File: src/hw/rtl/lbmc_pkg.sv
// Shared types and constants for the log block merge classifier.
package lbmc_pkg;

    // Widths of the logical page number and of the page index.
    localparam int LPN_BITS      = 32;
    localparam int MAX_PAGE_BITS = 10;
    localparam int PB_W          = 4;
    localparam int GS_W          = 11;
    localparam int GID_W         = 16;
    localparam int CNT_W         = MAX_PAGE_BITS + 1;
    localparam int PROD_W        = GID_W + GS_W;
    localparam int CFG_DATA_W    = 11;

    // Reset values of the configuration registers.
    localparam logic [PB_W-1:0] PAGE_BITS_RESET  = PB_W'(6);
    localparam logic [GS_W-1:0] GROUP_SIZE_RESET = GS_W'(4);

    // Page state codes.
    typedef enum logic [1:0] {
        PS_EMPTY    = 2'd0,
        PS_LIVE     = 2'd1,
        PS_STALE    = 2'd2,
        PS_RESERVED = 2'd3
    } page_state_t;

    // Merge decision codes.
    typedef enum logic [2:0] {
        KIND_ERASE   = 3'd0,
        KIND_SWITCH  = 3'd1,
        KIND_REORDER = 3'd2,
        KIND_PARTIAL = 3'd3,
        KIND_FULL    = 3'd4
    } merge_kind_t;

    // Configuration register indexes.
    typedef enum logic [0:0] {
        REG_PAGE_BITS  = 1'b0,
        REG_GROUP_SIZE = 1'b1
    } cfg_reg_t;

    // One page descriptor word.
    typedef struct packed {
        logic [1:0]          page_state;
        logic                lpn_present;
        logic [LPN_BITS-1:0] page_lpn;
        logic [GID_W-1:0]    group_id;
    } page_word_t;

    // One merge decision word.
    typedef struct packed {
        merge_kind_t         merge_kind;
        logic [LPN_BITS-1:0] merge_lblock;
        logic [CNT_W-1:0]    valid_pages;
        logic [CNT_W-1:0]    prefix_pages;
    } merge_word_t;

    // Per-page control from the top level to the page tracker.
    typedef struct packed {
        logic                 advance;
        logic [PB_W-1:0]      page_bits;
        logic [GS_W-1:0]      group_size;
    } track_ctrl_t;

endpackage

File: src/hw/rtl/log_block_merge_classifier_unit.sv
// Top level of the log block merge classifier: configuration, handshakes, result register.
//
//  channel   direction  handshake                    word
//  item      in         item_valid / item_ready      page_word_t, one per page
//  result    out        result_valid / result_ready  merge_word_t, one per block
//  cfg       in         cfg_valid / cfg_ready        cfg_index, cfg_data
//
// Page words are taken back to back while item_ready is high. A block holds 2^page_bits
// pages, page_bits clamped into 1..10. The decision is formed with the last page, held in
// the result register, and appears in the cycle after that page is accepted.
// Reset returns page_bits to 6, group_size to 4 and clears the block state.
// Page words keep flowing while a decision waits; only the last page of the next block
// is held off until the waiting decision is taken. Configuration writes are always taken.
module log_block_merge_classifier_unit
    import lbmc_pkg::*;
(
    input  logic                  clk,
    input  logic                  rst_n,
    input  logic                  item_valid,
    output logic                  item_ready,
    input  page_word_t            item,
    output logic                  result_valid,
    input  logic                  result_ready,
    output merge_word_t           result,
    input  logic                  cfg_valid,
    output logic                  cfg_ready,
    input  cfg_reg_t              cfg_index,
    input  logic [CFG_DATA_W-1:0] cfg_data
);

    logic [PB_W-1:0] page_bits_reg;
    logic [GS_W-1:0] group_size_reg;
    logic            result_valid_reg;
    merge_word_t     result_reg;
    track_ctrl_t     ctrl;
    logic            last;
    logic            accept;
    merge_word_t     decision;

    assign cfg_ready  = 1'b1;
    assign item_ready = !(last && result_valid_reg && !result_ready);
    assign accept     = item_valid && item_ready;

    assign ctrl.advance    = accept;
    assign ctrl.page_bits  = page_bits_reg;
    assign ctrl.group_size = group_size_reg;

    lbmc_track u_track (
        .clk      (clk),
        .rst_n    (rst_n),
        .ctrl     (ctrl),
        .page     (item),
        .last     (last),
        .decision (decision)
    );

    // Configuration registers.
    always_ff @(posedge clk or negedge rst_n)
    begin
        if (!rst_n)
        begin
            page_bits_reg  <= PAGE_BITS_RESET;
            group_size_reg <= GROUP_SIZE_RESET;
        end
        else if (cfg_valid)
        begin
            case (cfg_index)
                REG_PAGE_BITS:  page_bits_reg  <= cfg_data[PB_W-1:0];
                REG_GROUP_SIZE: group_size_reg <= cfg_data[GS_W-1:0];
                default:        ;
            endcase
        end
    end

    // Result register.
    always_ff @(posedge clk or negedge rst_n)
    begin
        if (!rst_n)
            result_valid_reg <= 1'b0;
        else if (accept && last)
            result_valid_reg <= 1'b1;
        else if (result_ready)
            result_valid_reg <= 1'b0;
    end

    always_ff @(posedge clk)
    begin
        if (accept && last)
            result_reg <= decision;
    end

    assign result_valid = result_valid_reg;
    assign result       = result_reg;

endmodule

File: src/hw/rtl/lbmc_track.sv
// Per-block page tracker: running flags, counts and the merge decision.
module lbmc_track
    import lbmc_pkg::*;
(
    input  logic        clk,
    input  logic        rst_n,
    input  track_ctrl_t ctrl,
    input  page_word_t  page,
    output logic        last,
    output merge_word_t decision
);

    logic [MAX_PAGE_BITS-1:0] page_index_reg, page_index_next;
    logic [CNT_W-1:0]         valid_count_reg, valid_count_next;
    logic [CNT_W-1:0]         prefix_count_reg, prefix_count_next;
    logic [LPN_BITS-1:0]      first_lblock_reg, first_lblock_next;
    logic                     first_present_reg, first_present_next;
    logic [PROD_W-1:0]        group_base_reg, group_base_next;
    logic [GS_W-1:0]          group_size_reg, group_size_next;
    logic                     switch_ok_reg, switch_ok_next;
    logic                     reorder_ok_reg, reorder_ok_next;
    logic                     partial_ok_reg, partial_ok_next;
    logic                     free_seen_reg, free_seen_next;

    logic [PB_W-1:0]          pb;
    logic [GS_W-1:0]          gs;
    logic [MAX_PAGE_BITS-1:0] off_mask;
    logic [LPN_BITS-1:0]      lb_here;
    logic [LPN_BITS-1:0]      lblock_cur;
    logic                     first_page;
    logic                     is_valid, is_free, in_block, in_place;
    logic [LPN_BITS-1:0]      base_diff;
    logic                     first_ok;

    // Clamp the page bits and group size into their working ranges.
    always_comb
    begin
        if (ctrl.page_bits == '0)
            pb = PB_W'(1);
        else if (ctrl.page_bits > PB_W'(MAX_PAGE_BITS))
            pb = PB_W'(MAX_PAGE_BITS);
        else
            pb = ctrl.page_bits;
        gs = (ctrl.group_size == '0) ? GS_W'(1) : ctrl.group_size;
    end

    assign off_mask   = {MAX_PAGE_BITS{1'b1}} >> (PB_W'(MAX_PAGE_BITS) - pb);
    assign lb_here    = page.page_lpn >> pb;
    assign first_page = (page_index_reg == '0);
    assign last       = (page_index_reg >= off_mask);

    // The first page fixes the logical block the rest are matched against.
    assign lblock_cur = first_page ? (page.lpn_present ? lb_here : '0) : first_lblock_reg;

    assign is_valid = (page.page_state == PS_LIVE);
    assign is_free  = (page.page_state == PS_EMPTY);
    assign in_block = page.lpn_present && (lb_here == lblock_cur);
    assign in_place = in_block
                   && ((page.page_lpn[MAX_PAGE_BITS-1:0] & off_mask) == page_index_reg);

    // Group membership: base <= lblock < base + group size, with base = gid * size.
    // The product is registered at the first page; the block always has two or more.
    assign base_diff = first_lblock_reg - LPN_BITS'(group_base_reg);
    assign first_ok  = first_present_reg
                    && (first_lblock_reg >= LPN_BITS'(group_base_reg))
                    && (base_diff < LPN_BITS'(group_size_reg));

    // Next state of the running flags and counts.
    always_comb
    begin
        first_lblock_next  = lblock_cur;
        first_present_next = first_page ? page.lpn_present : first_present_reg;
        group_base_next    = first_page ? (PROD_W'(page.group_id) * PROD_W'(gs))
                                        : group_base_reg;
        group_size_next    = first_page ? gs : group_size_reg;
        valid_count_next   = valid_count_reg + CNT_W'(is_valid);
        switch_ok_next     = switch_ok_reg && is_valid && in_place;
        reorder_ok_next    = reorder_ok_reg && is_valid && in_block;
        free_seen_next     = free_seen_reg;
        prefix_count_next  = prefix_count_reg;
        partial_ok_next    = partial_ok_reg;
        if (!free_seen_reg)
        begin
            if (is_free)
                free_seen_next = 1'b1;
            else
            begin
                prefix_count_next = prefix_count_reg + CNT_W'(1);
                partial_ok_next   = partial_ok_reg && is_valid && in_place;
            end
        end
        page_index_next = page_index_reg + MAX_PAGE_BITS'(1);
    end

    // Merge decision in priority order, from the state after this page.
    always_comb
    begin
        decision.merge_lblock = first_lblock_reg;
        decision.valid_pages  = valid_count_next;
        decision.prefix_pages = prefix_count_next;
        if (valid_count_next == '0)
            decision.merge_kind = KIND_ERASE;
        else if (first_ok && switch_ok_next)
            decision.merge_kind = KIND_SWITCH;
        else if (first_ok && reorder_ok_next)
            decision.merge_kind = KIND_REORDER;
        else if (first_ok && partial_ok_next)
            decision.merge_kind = KIND_PARTIAL;
        else
            decision.merge_kind = KIND_FULL;
    end

    // Block state; it clears after the last page of each block.
    always_ff @(posedge clk or negedge rst_n)
    begin
        if (!rst_n)
        begin
            page_index_reg    <= '0;
            valid_count_reg   <= '0;
            prefix_count_reg  <= '0;
            first_lblock_reg  <= '0;
            first_present_reg <= 1'b0;
            group_base_reg    <= '0;
            group_size_reg    <= GS_W'(1);
            switch_ok_reg     <= 1'b1;
            reorder_ok_reg    <= 1'b1;
            partial_ok_reg    <= 1'b1;
            free_seen_reg     <= 1'b0;
        end
        else if (ctrl.advance)
        begin
            if (last)
            begin
                page_index_reg    <= '0;
                valid_count_reg   <= '0;
                prefix_count_reg  <= '0;
                first_lblock_reg  <= '0;
                first_present_reg <= 1'b0;
                switch_ok_reg     <= 1'b1;
                reorder_ok_reg    <= 1'b1;
                partial_ok_reg    <= 1'b1;
                free_seen_reg     <= 1'b0;
            end
            else
            begin
                page_index_reg    <= page_index_next;
                valid_count_reg   <= valid_count_next;
                prefix_count_reg  <= prefix_count_next;
                first_lblock_reg  <= first_lblock_next;
                first_present_reg <= first_present_next;
                group_base_reg    <= group_base_next;
                group_size_reg    <= group_size_next;
                switch_ok_reg     <= switch_ok_next;
                reorder_ok_reg    <= reorder_ok_next;
                partial_ok_reg    <= partial_ok_next;
                free_seen_reg     <= free_seen_next;
            end
        end
    end

endmodule

File: config.mk
export PLATFORM = sky130hd
export DESIGN_NAME = log_block_merge_classifier_unit
export DESIGN_NICKNAME = d
export VERILOG_FILES = /design/src/hw/rtl/lbmc_pkg.sv /design/src/hw/rtl/log_block_merge_classifier_unit.sv /design/src/hw/rtl/lbmc_track.sv
export SDC_FILE = /design/constraint.sdc
export NUM_CORES = 1
export LEC_CHECK = 0
export BUFFER_PORTS_ARGS = -buffer_cell sky130_fd_sc_hd__buf_2
export CAP_MARGIN = 5
export CORE_MARGIN = 2
export CORE_UTILIZATION = 25
export DETAILED_ROUTE_END_ITERATION = 10
export PLACE_DENSITY_LB_ADDON = 0.2
export SETUP_SLACK_MARGIN = 0.1
export SLEW_MARGIN = 20
export SYNTH_ARGS = -nofsm -noshare
export SYNTH_HDL_FRONTEND = slang
export SYNTH_HIERARCHICAL = 1
export SYNTH_SLANG_ARGS = --single-unit
File: constraint.sdc
create_clock -name clk -period 12.65 [get_ports clk]
set_clock_uncertainty 0.05 [all_clocks]
set_input_delay 0.6325 -clock clk [delete_from_list [all_inputs] [get_ports clk]]
set_output_delay 0.6325 -clock clk [all_outputs]
set_load 0.05 [all_outputs]
==> results of run 1 <==
## worst max-delay path by stage
stage | slack [ns] | end
final | 6.27 | u_track/group_base_reg[24]
after global routing | 5.87 | u_track/group_base_reg[24]
after CTS | 6.26 | u_track/group_base_reg[24]
after detailed placement | 6.26 | u_track/group_base_reg[24]
after global placement | 6.41 | u_track/group_base_reg[26]
after floorplan | 6.35 | result[0]
## cells by family after synthesis
| group | after synthesis | share of synthesized area (%) |
|---|---|---|
| and+or+nand+nor | 621 | 18.1 |
| AOI/OAI and AO/OA | 412 | 15.9 |
| buffers and inverters | 316 | 7.34 |
| adders and majority gates | 247 | 22.8 |
| DFF | 180 | 27.1 |
| muxes | 84 | 5.34 |
| xor gates and xnor gates | 72 | 3.56 |
| other | 1 | 0.0212 |
## cell usage after synthesis, drive strengths merged, types with 8 or more instances
| cell | number |
|---|---|
| a22o | 10 |
| mux2 | 38 |
| fa | 126 |
| xnor2 | 43 |
| ha | 121 |
| nand2b | 22 |
| nor3b | 8 |
| nand3 | 41 |
| o31ai | 14 |
| a21boi | 9 |
| o22ai | 26 |
| o221ai | 9 |
| nand4 | 12 |
| inv | 220 |
| a2111oi | 9 |
| dfrtp | 116 |
| buf | 29 |
| and3 | 18 |
| nand2 | 210 |
| mux2i | 42 |
| o21a | 17 |
| o211ai | 15 |
| o21ai | 124 |
| nor2 | 76 |
| a31oi | 13 |
| a21o | 10 |
| nor4b | 8 |
| or2 | 11 |
| a21oi | 55 |
| nor4 | 20 |
| clkbuf | 67 |
| edfxtp | 57 |
| xor2 | 29 |
| a22oi | 13 |
| nor3 | 34 |
| a211oi | 20 |
| nor2b | 36 |
| and2 | 100 |
## per-layer routing
metal,GRT usage [%],vias to the layer above,routed length [um]
met5,0,-,0
met4,4.39,0,1370
met1,21.3,7309,26200
li1,-,6832,-
met2,26.4,382,27600
met3,2.24,64,2370
## worst max-delay path: cells and delay by family, from the launching register on
family	cells	cell delay, ns
AOI/OAI and AO/OA	6	1.84
and+or+nand+nor	3	0.74
buffers and inverters	3	0.14
adders and majority gates	6	2.64
DFF	1	0.87
## power groups by stage
stage | clock network, mW | registers [mW] | logic, mW
after floorplan | 0 | 0.899 | 3.15
after detailed placement | 0 | 0.959 | 4.28
after global placement | 0 | 0.956 | 4.26
final | 0.544 | 0.944 | 4.29
after CTS | 0.562 | 0.947 | 4.31
after global routing | 0.582 | 0.967 | 4.86
## stage by stage
stage / utilization (%) / std cells / cell area [sq um]
2_1_floorplan: - / 1933 / 17700
3_5_place_dp: 27.4 / 2921 / 19200
3_3_place_gp: 27.4 / 2921 / 19200
4_1_cts: 28.3 / 2953 / 19800
5_1_grt: 28.3 / 2953 / 19800
6_report: 28.3 / 2954 / 19800
## cell type report
type | instances | area (sq um) | share of cell area, %
clock inverter | 11 | 103 | 0.517
sequential | 180 | 4800 | 24.2
clock buffer | 21 | 482 | 2.43
tap | 940 | 1180 | 5.93
inverter | 220 | 826 | 4.16
multi-input combinational | 1437 | 11700 | 58.8
antenna | 1 | 2.50 | 0.0126
timing repair buffer | 144 | 776 | 3.91
## cell usage in the layout, fill, tap and decap left out, types with 20 or more instances in the layout
master    count
fa_1        126
xnor2_1      43
nor3_1       30
buf_2       125
nor2_1       75
xor2_1       29
mux2i_1      42
dfrtp_1     114
inv_1       218
nand2_1     210
and2_1      100
a21oi_1      53
nor4_1       20
o22ai_1      26
edfxtp_1     57
mux2_2       26
nand2b_1     22
ha_1        121
o21ai_0     114
nand3_1      41
nor2b_1      36
==> key figures, run 1 <==
STA
  • Peak Freq: between 150 and 200 MHz
  • Final setup vio count: 0
  • TNS Setup: 0 ns
  • Final Hold Violating Endpoints: 0
  • Worst hold margin: approximately 0.07 ns
  • Tmin final: 6.38 ns
  • Worst slew margin: a little under a third
  • Final worst slack: 6.27 ns
  • RSZ-0062 raised after global routing: no
  • Final Max Slew Viols: 0
  • Tcrit/Tclk final: 50.4%
  • Worst slew pin tran: 1.03 ns

Min path
  • Worst hold-check path type: in -> async

Floorplan
  • Initial Util: 25.3%
  • Die area: 73,100 sq um
  • Die width: 270 um
  • Die Ht: around 270 um
  • Total I/O pin count: 128
  • Core Footprint: 70,100 sq um
  • FP Rows: 97

Logic synthesis
  • Cell area after synthesis: around 18,000 sq um
  • Top-area cell type share of the netlist area: between 10% and 20%
  • Avg Cell Area, Syn: between 9 and 10 sq um
  • Biggest area consumer among synthesized cells: dfrtp_1
  • Ys flop type: dfrtp_1
  • Cells after Synth: 1,933
  • Most area-consuming cells after synthesis: dfrtp_1 (16%), fa_1 (14%), edfxtp_1 (9.7%)
  • Syn_nets: roughly 2,200
  • Ys Warns: 6
  • Post-synth EDFFs: 57
  • Synth Register Bits: 180
  • Synth async-reset ratio: 68.3%
  • Post-synthesis sequential area ratio: 27.1%
  • Yosys cell types: 98

Clocking
  • CTS tree: built
  • Clock sinks: between 150 and 200
  • Clock transition at the registers of the reported paths: ~0.080 ns
  • TritonCTS Buffers: 17
  • Hold-fix buffers at CTS: 0
  • Later-pin clock latency in the skew report: 0.47 ns
  • Post-CTS Setup Bufs: 0
  • Resize count post-CTS: 0
  • Htree depth: 4
  • Max Root-Sink Buffers: 2
  • Clock root cell: clkbuf_16

Flow run
  • Max-Cap Viols: 0

Layout
  • Area Growth Syn to Fin: 11.9%
  • Proportion of layout cells with a drive suffix above 1: 12.6%
  • Max reg flops: 57
  • Layout Nets: 2,315
  • Filler Cell Count: 7,575

Detailed routing
  • Via count: 14,600
  • Drt first pass iters: 5
  • Detailed-route DRC error count: 0
  • Post-DRT Antenna Nets: 0
  • Wire per inst: 19.5 um
  • Iter 0 DRT Violations: 1,019
  • Post-Route WL: 57.5 mm
  • Vias/cell: 4.94

Global routing
  • Largest net degree at the start of global routing: 71
  • Residual overflow from global routing: 0
  • First-pass GRT wire length: 89.7 mm
  • Total track usage: ~16%
  • Initial antenna violation count: 1
  • Vias in the first global route: about 15,000

Power
  • NetSw: 3.01 mW
  • P_leak: between 8 and 9 nW
  • Internal Power: 2.77 mW
  • Peak supply drop: 287 uV
  • Power Dens Cells: 291 nW/um^2
  • Logic pwr share: about three quarters
  • Pwr Total: 5.78 mW
  • Sw frac: 52.1%
  • Clock network power share: 9.4%
  • Reg power frac: 16.3%

Critical path
  • CP most frequent cell: fa_1
  • CP cell instances: nand2_1, fa_1, inv_1, fa_1, fa_1, fa_1, inv_1, fa_1, inv_1, ha_1, a2111oi_0, nor3_1, nor3_1, o311ai_0, o211a_1, o21a_1, o21a_1, o31ai_1
  • Worst Path Arrival: 6.70 ns
  • CP Launch Type: register
  • FF-to-FF End: u_track/group_base_reg[24]
  • Data required, critical path: roughly 13 ns
  • Reg2Reg Launch Point: group_size_reg[4]
  • Worst reg2reg setup slack: 6.27 ns
  • Largest stage delay on the critical path: between 0.8 and 0.9 ns
  • FF-to-FF path depth: 18
  • Critical path class: reg -> reg
  • Max FO, Critical Path: 19
  • Nature of the critical path endpoint: register
  • Worst path slowest cell: dfrtp_1
  • Worst Setup SP: group_size_reg[4]

Placed design
  • Dpl hpwl: 44.0 mm
  • IO Port Bufs: 126
  • RePlAce Congestion: 0.882
  • Pre-CTS WS: 6.26 ns

Run status
  • Status: finished, final reports clean
(Power assumes the default switching activity.)
==> run 2: changes to the inputs <==
Clock period 12.65 ns to 6.5 ns, I/O delays scaled along.
==> key figures, run 2 (synthesis gave the netlist of run 1 again) <==
Clocking
  • TritonCTS Buffers: 17 (unchanged)
  • Max Root-Sink Buffers: 2 (unchanged)
  • CTS tree: built (unchanged)
  • Htree depth: 4 (unchanged)
  • Clock sinks: 180 (unchanged)
  • Clock root cell: clkbuf_16 (unchanged)
  • Post-CTS Setup Bufs: 0 (unchanged)
  • Clock transition at the registers of the reported paths: 0.08 ns (about the same)
  • Later-pin clock latency in the skew report: 0.47 ns (about the same)

Floorplan
  • FP Rows: 97 (unchanged)
  • Total I/O pin count: 128 (unchanged)
  • Die area: 73,100 sq um (unchanged)
  • Core Footprint: 70,100 sq um (unchanged)
  • Die width: 270 um (unchanged)
  • Die Ht: 270 um (unchanged)
  • Initial Util: 25.3% (unchanged)

Global routing
  • Residual overflow from global routing: 0 (unchanged)
  • Total track usage: 16.1% (was 15.8%)
  • Met3 usage: 2.00% (was 2.24%)
  • Gr busiest metal: met2 (unchanged)
  • Largest net degree at the start of global routing: 65 (was 71)
  • Met2 Usage GRT: 26.6% (was 26.4%)
  • Met1 Use GR: 21.8% (was 21.3%)
  • Initial antenna violation count: 0 (was 1)
  • Vias in the first global route: 14,800 (about the same)
  • First-pass GRT wire length: 91.5 mm (was 89.7 mm)

STA
  • Worst slew margin: 38.6% (was 30.6%)
  • Tmin final: 5.95 ns (was 6.38 ns)
  • Tcrit/Tclk final: 91.5% (was 50.4%)
  • Worst slew pin tran: 0.912 ns (was 1.03 ns)
  • Peak Freq: 168 MHz (was 157 MHz)
  • RSZ-0062 raised after global routing: no (unchanged)
  • TNS Setup: 0 ns (unchanged)
  • Worst hold margin: 0.0231 ns (was 0.0691 ns)
  • Final Max Slew Viols: 0 (unchanged)
  • Final setup vio count: 0 (unchanged)
  • Final Hold Violating Endpoints: 0 (unchanged)

Critical path
  • Worst Path Arrival: 6.27 ns (was 6.70 ns)
  • Nature of the critical path endpoint: register (unchanged)
  • Data required, critical path: 6.82 ns (was 12.97 ns)
  • Max FO, Critical Path: 19 (unchanged)
  • Critical path class: reg -> reg (unchanged)
  • CP Launch Type: register (unchanged)

Layout
  • Ant. Diodes: 0 (was 1)
  • Proportion of layout cells with a drive suffix above 1: 13.2% (was 12.6%)
  • Post-route design area: 20,000 sq um (was 19,800 sq um)
  • Final core occ: 28.5% (was 28.3%)
  • Layout Nets: 2,327 (was 2,315)
  • Area Growth Syn to Fin: 12.6% (was 11.9%)
  • Filler Cell Count: 7,569 (was 7,575)
  • Most common library cell in the layout ignoring fill and taps: inv_1 (unchanged)
  • Max reg flops: 57 (unchanged)
  • Most frequent cells in the layout: inv_1 (218), nand2_1 (210), fa_1 (126) (unchanged)

Placed design
  • RePlAce Congestion: 0.867 (was 0.882)
  • Placed cell areas: 19,300 sq um (was 19,200 sq um)
  • Dpl hpwl: 45.5 mm (was 44.0 mm)
  • IO Port Bufs: 126 (unchanged)

Detailed routing
  • Vias/cell: 4.92 (was 4.94)
  • Iter 0 DRT Violations: 1,222 (was 1,019)
  • Post-Route WL: 58.7 mm (was 57.5 mm)
  • Drt first pass iters: 7 (was 5)
  • Post-DRT Antenna Nets: 0 (unchanged)
  • Via count: 14,600 (about the same)
  • Wire per inst: 19.8 um (was 19.5 um)
  • Detailed-route DRC error count: 0 (unchanged)

Power
  • Peak supply drop: 498 uV (was 287 uV)
  • Power Dens Cells: 565 nW/um^2 (was 291 nW/um^2)
  • P_leak: 8.76 nW (was 8.68 nW)

Run status
  • Status: finished, final reports clean (unchanged)

Min path
  • Worst hold-check path type: in -> reg (was in -> async)

Flow run
  • Max-Cap Viols: 0 (unchanged)
## run 2: cell count changes in the layout (fill, tap and decap cells not counted), moves of 2 or more
cell,before,now
dfrtp_2,2,4
buf_4,17,29
dfrtp_1,114,112
clkinvlp_4,3,1
## run 2: worst paths after layout
kind	start	end	slack (ns)	cells past startpoint
worst min register to register	u_track/first_lblock_reg[0]	result[22]	0.43	0
max in group asynchronous	rst_n	u_track/first_present_reg	4.75	3
worst max register to register	group_size_reg[5]	u_track/group_base_reg[26]	0.55	20
min in group asynchronous	rst_n	u_track/first_lblock_reg[19]	0.39	2
worst min-delay path	cfg_data[7]	group_size_reg[7]	0.02	2
worst max-delay path	group_size_reg[5]	u_track/group_base_reg[26]	0.55	20
## run 2: repair_timing
item | 4_1_cts | 5_1_grt
endpoints found under the setup margin | 0 | 2
gates resized for setup | 0 | 3
hold endpoints to repair | 59 | 0
hold buffers | 1 | 0
## run 2: metal layers
| layer | routed length, um | vias up |
|---|---|---|
| met3 | 2190 | 61 |
| met2 | 27900 | 370 |
| met1 | 27000 | 7311 |
| met4 | 1600 | 0 |
| met5 | 0 | - |
| li1 | - | 6853 |
## run 2: final cells by class
type | count | area [sq um] | area share, %
Multi-Input combinational cell | 1437 | 11700 | 58.5
Sequential cell | 180 | 4810 | 24.1
Tap cell | 940 | 1180 | 5.89
Timing Repair Buffer | 156 | 865 | 4.33
Inverter | 220 | 826 | 4.14
Clock buffer | 19 | 464 | 2.33
Clock inverter | 13 | 148 | 0.740
## run 2: stage by stage
step                      setup slack [ns]  std cells  power (mW)
after floorplan                      0.198       1933        7.88
after global placement               0.502       2932        10.2
after global routing                 0.120       2965        12.5
final                                0.550       2965        11.3
after detailed placement             0.473       2932        10.2
after CTS                            0.419       2965        11.4
## run 2: critical path, stage by stage, from the launching register on
cell and delay (ns):
dfrtp_1 0.64, and2_1 0.31, fa_1 0.47, inv_1 0.05, fa_1 0.47, inv_1 0.06
fa_1 0.50, fa_1 0.55, inv_1 0.06, fa_1 0.53, inv_1 0.05, ha_1 0.38
nand3_1 0.10, nor3_1 0.31, nor3_1 0.14, o311ai_0 0.35, buf_4 0.18, o211a_1 0.16
o211ai_1 0.12, and3_1 0.20, o31ai_1 0.18
## run 2: power by group
part | internal (mW) | leakage [nW] | switching, mW
sequential | 1.47 | 2.14 | 0.373
combinational | 3.45 | 6.31 | 4.88
clock | 0.581 | 0.302 | 0.534
total | 5.50 | 8.76 | 5.78
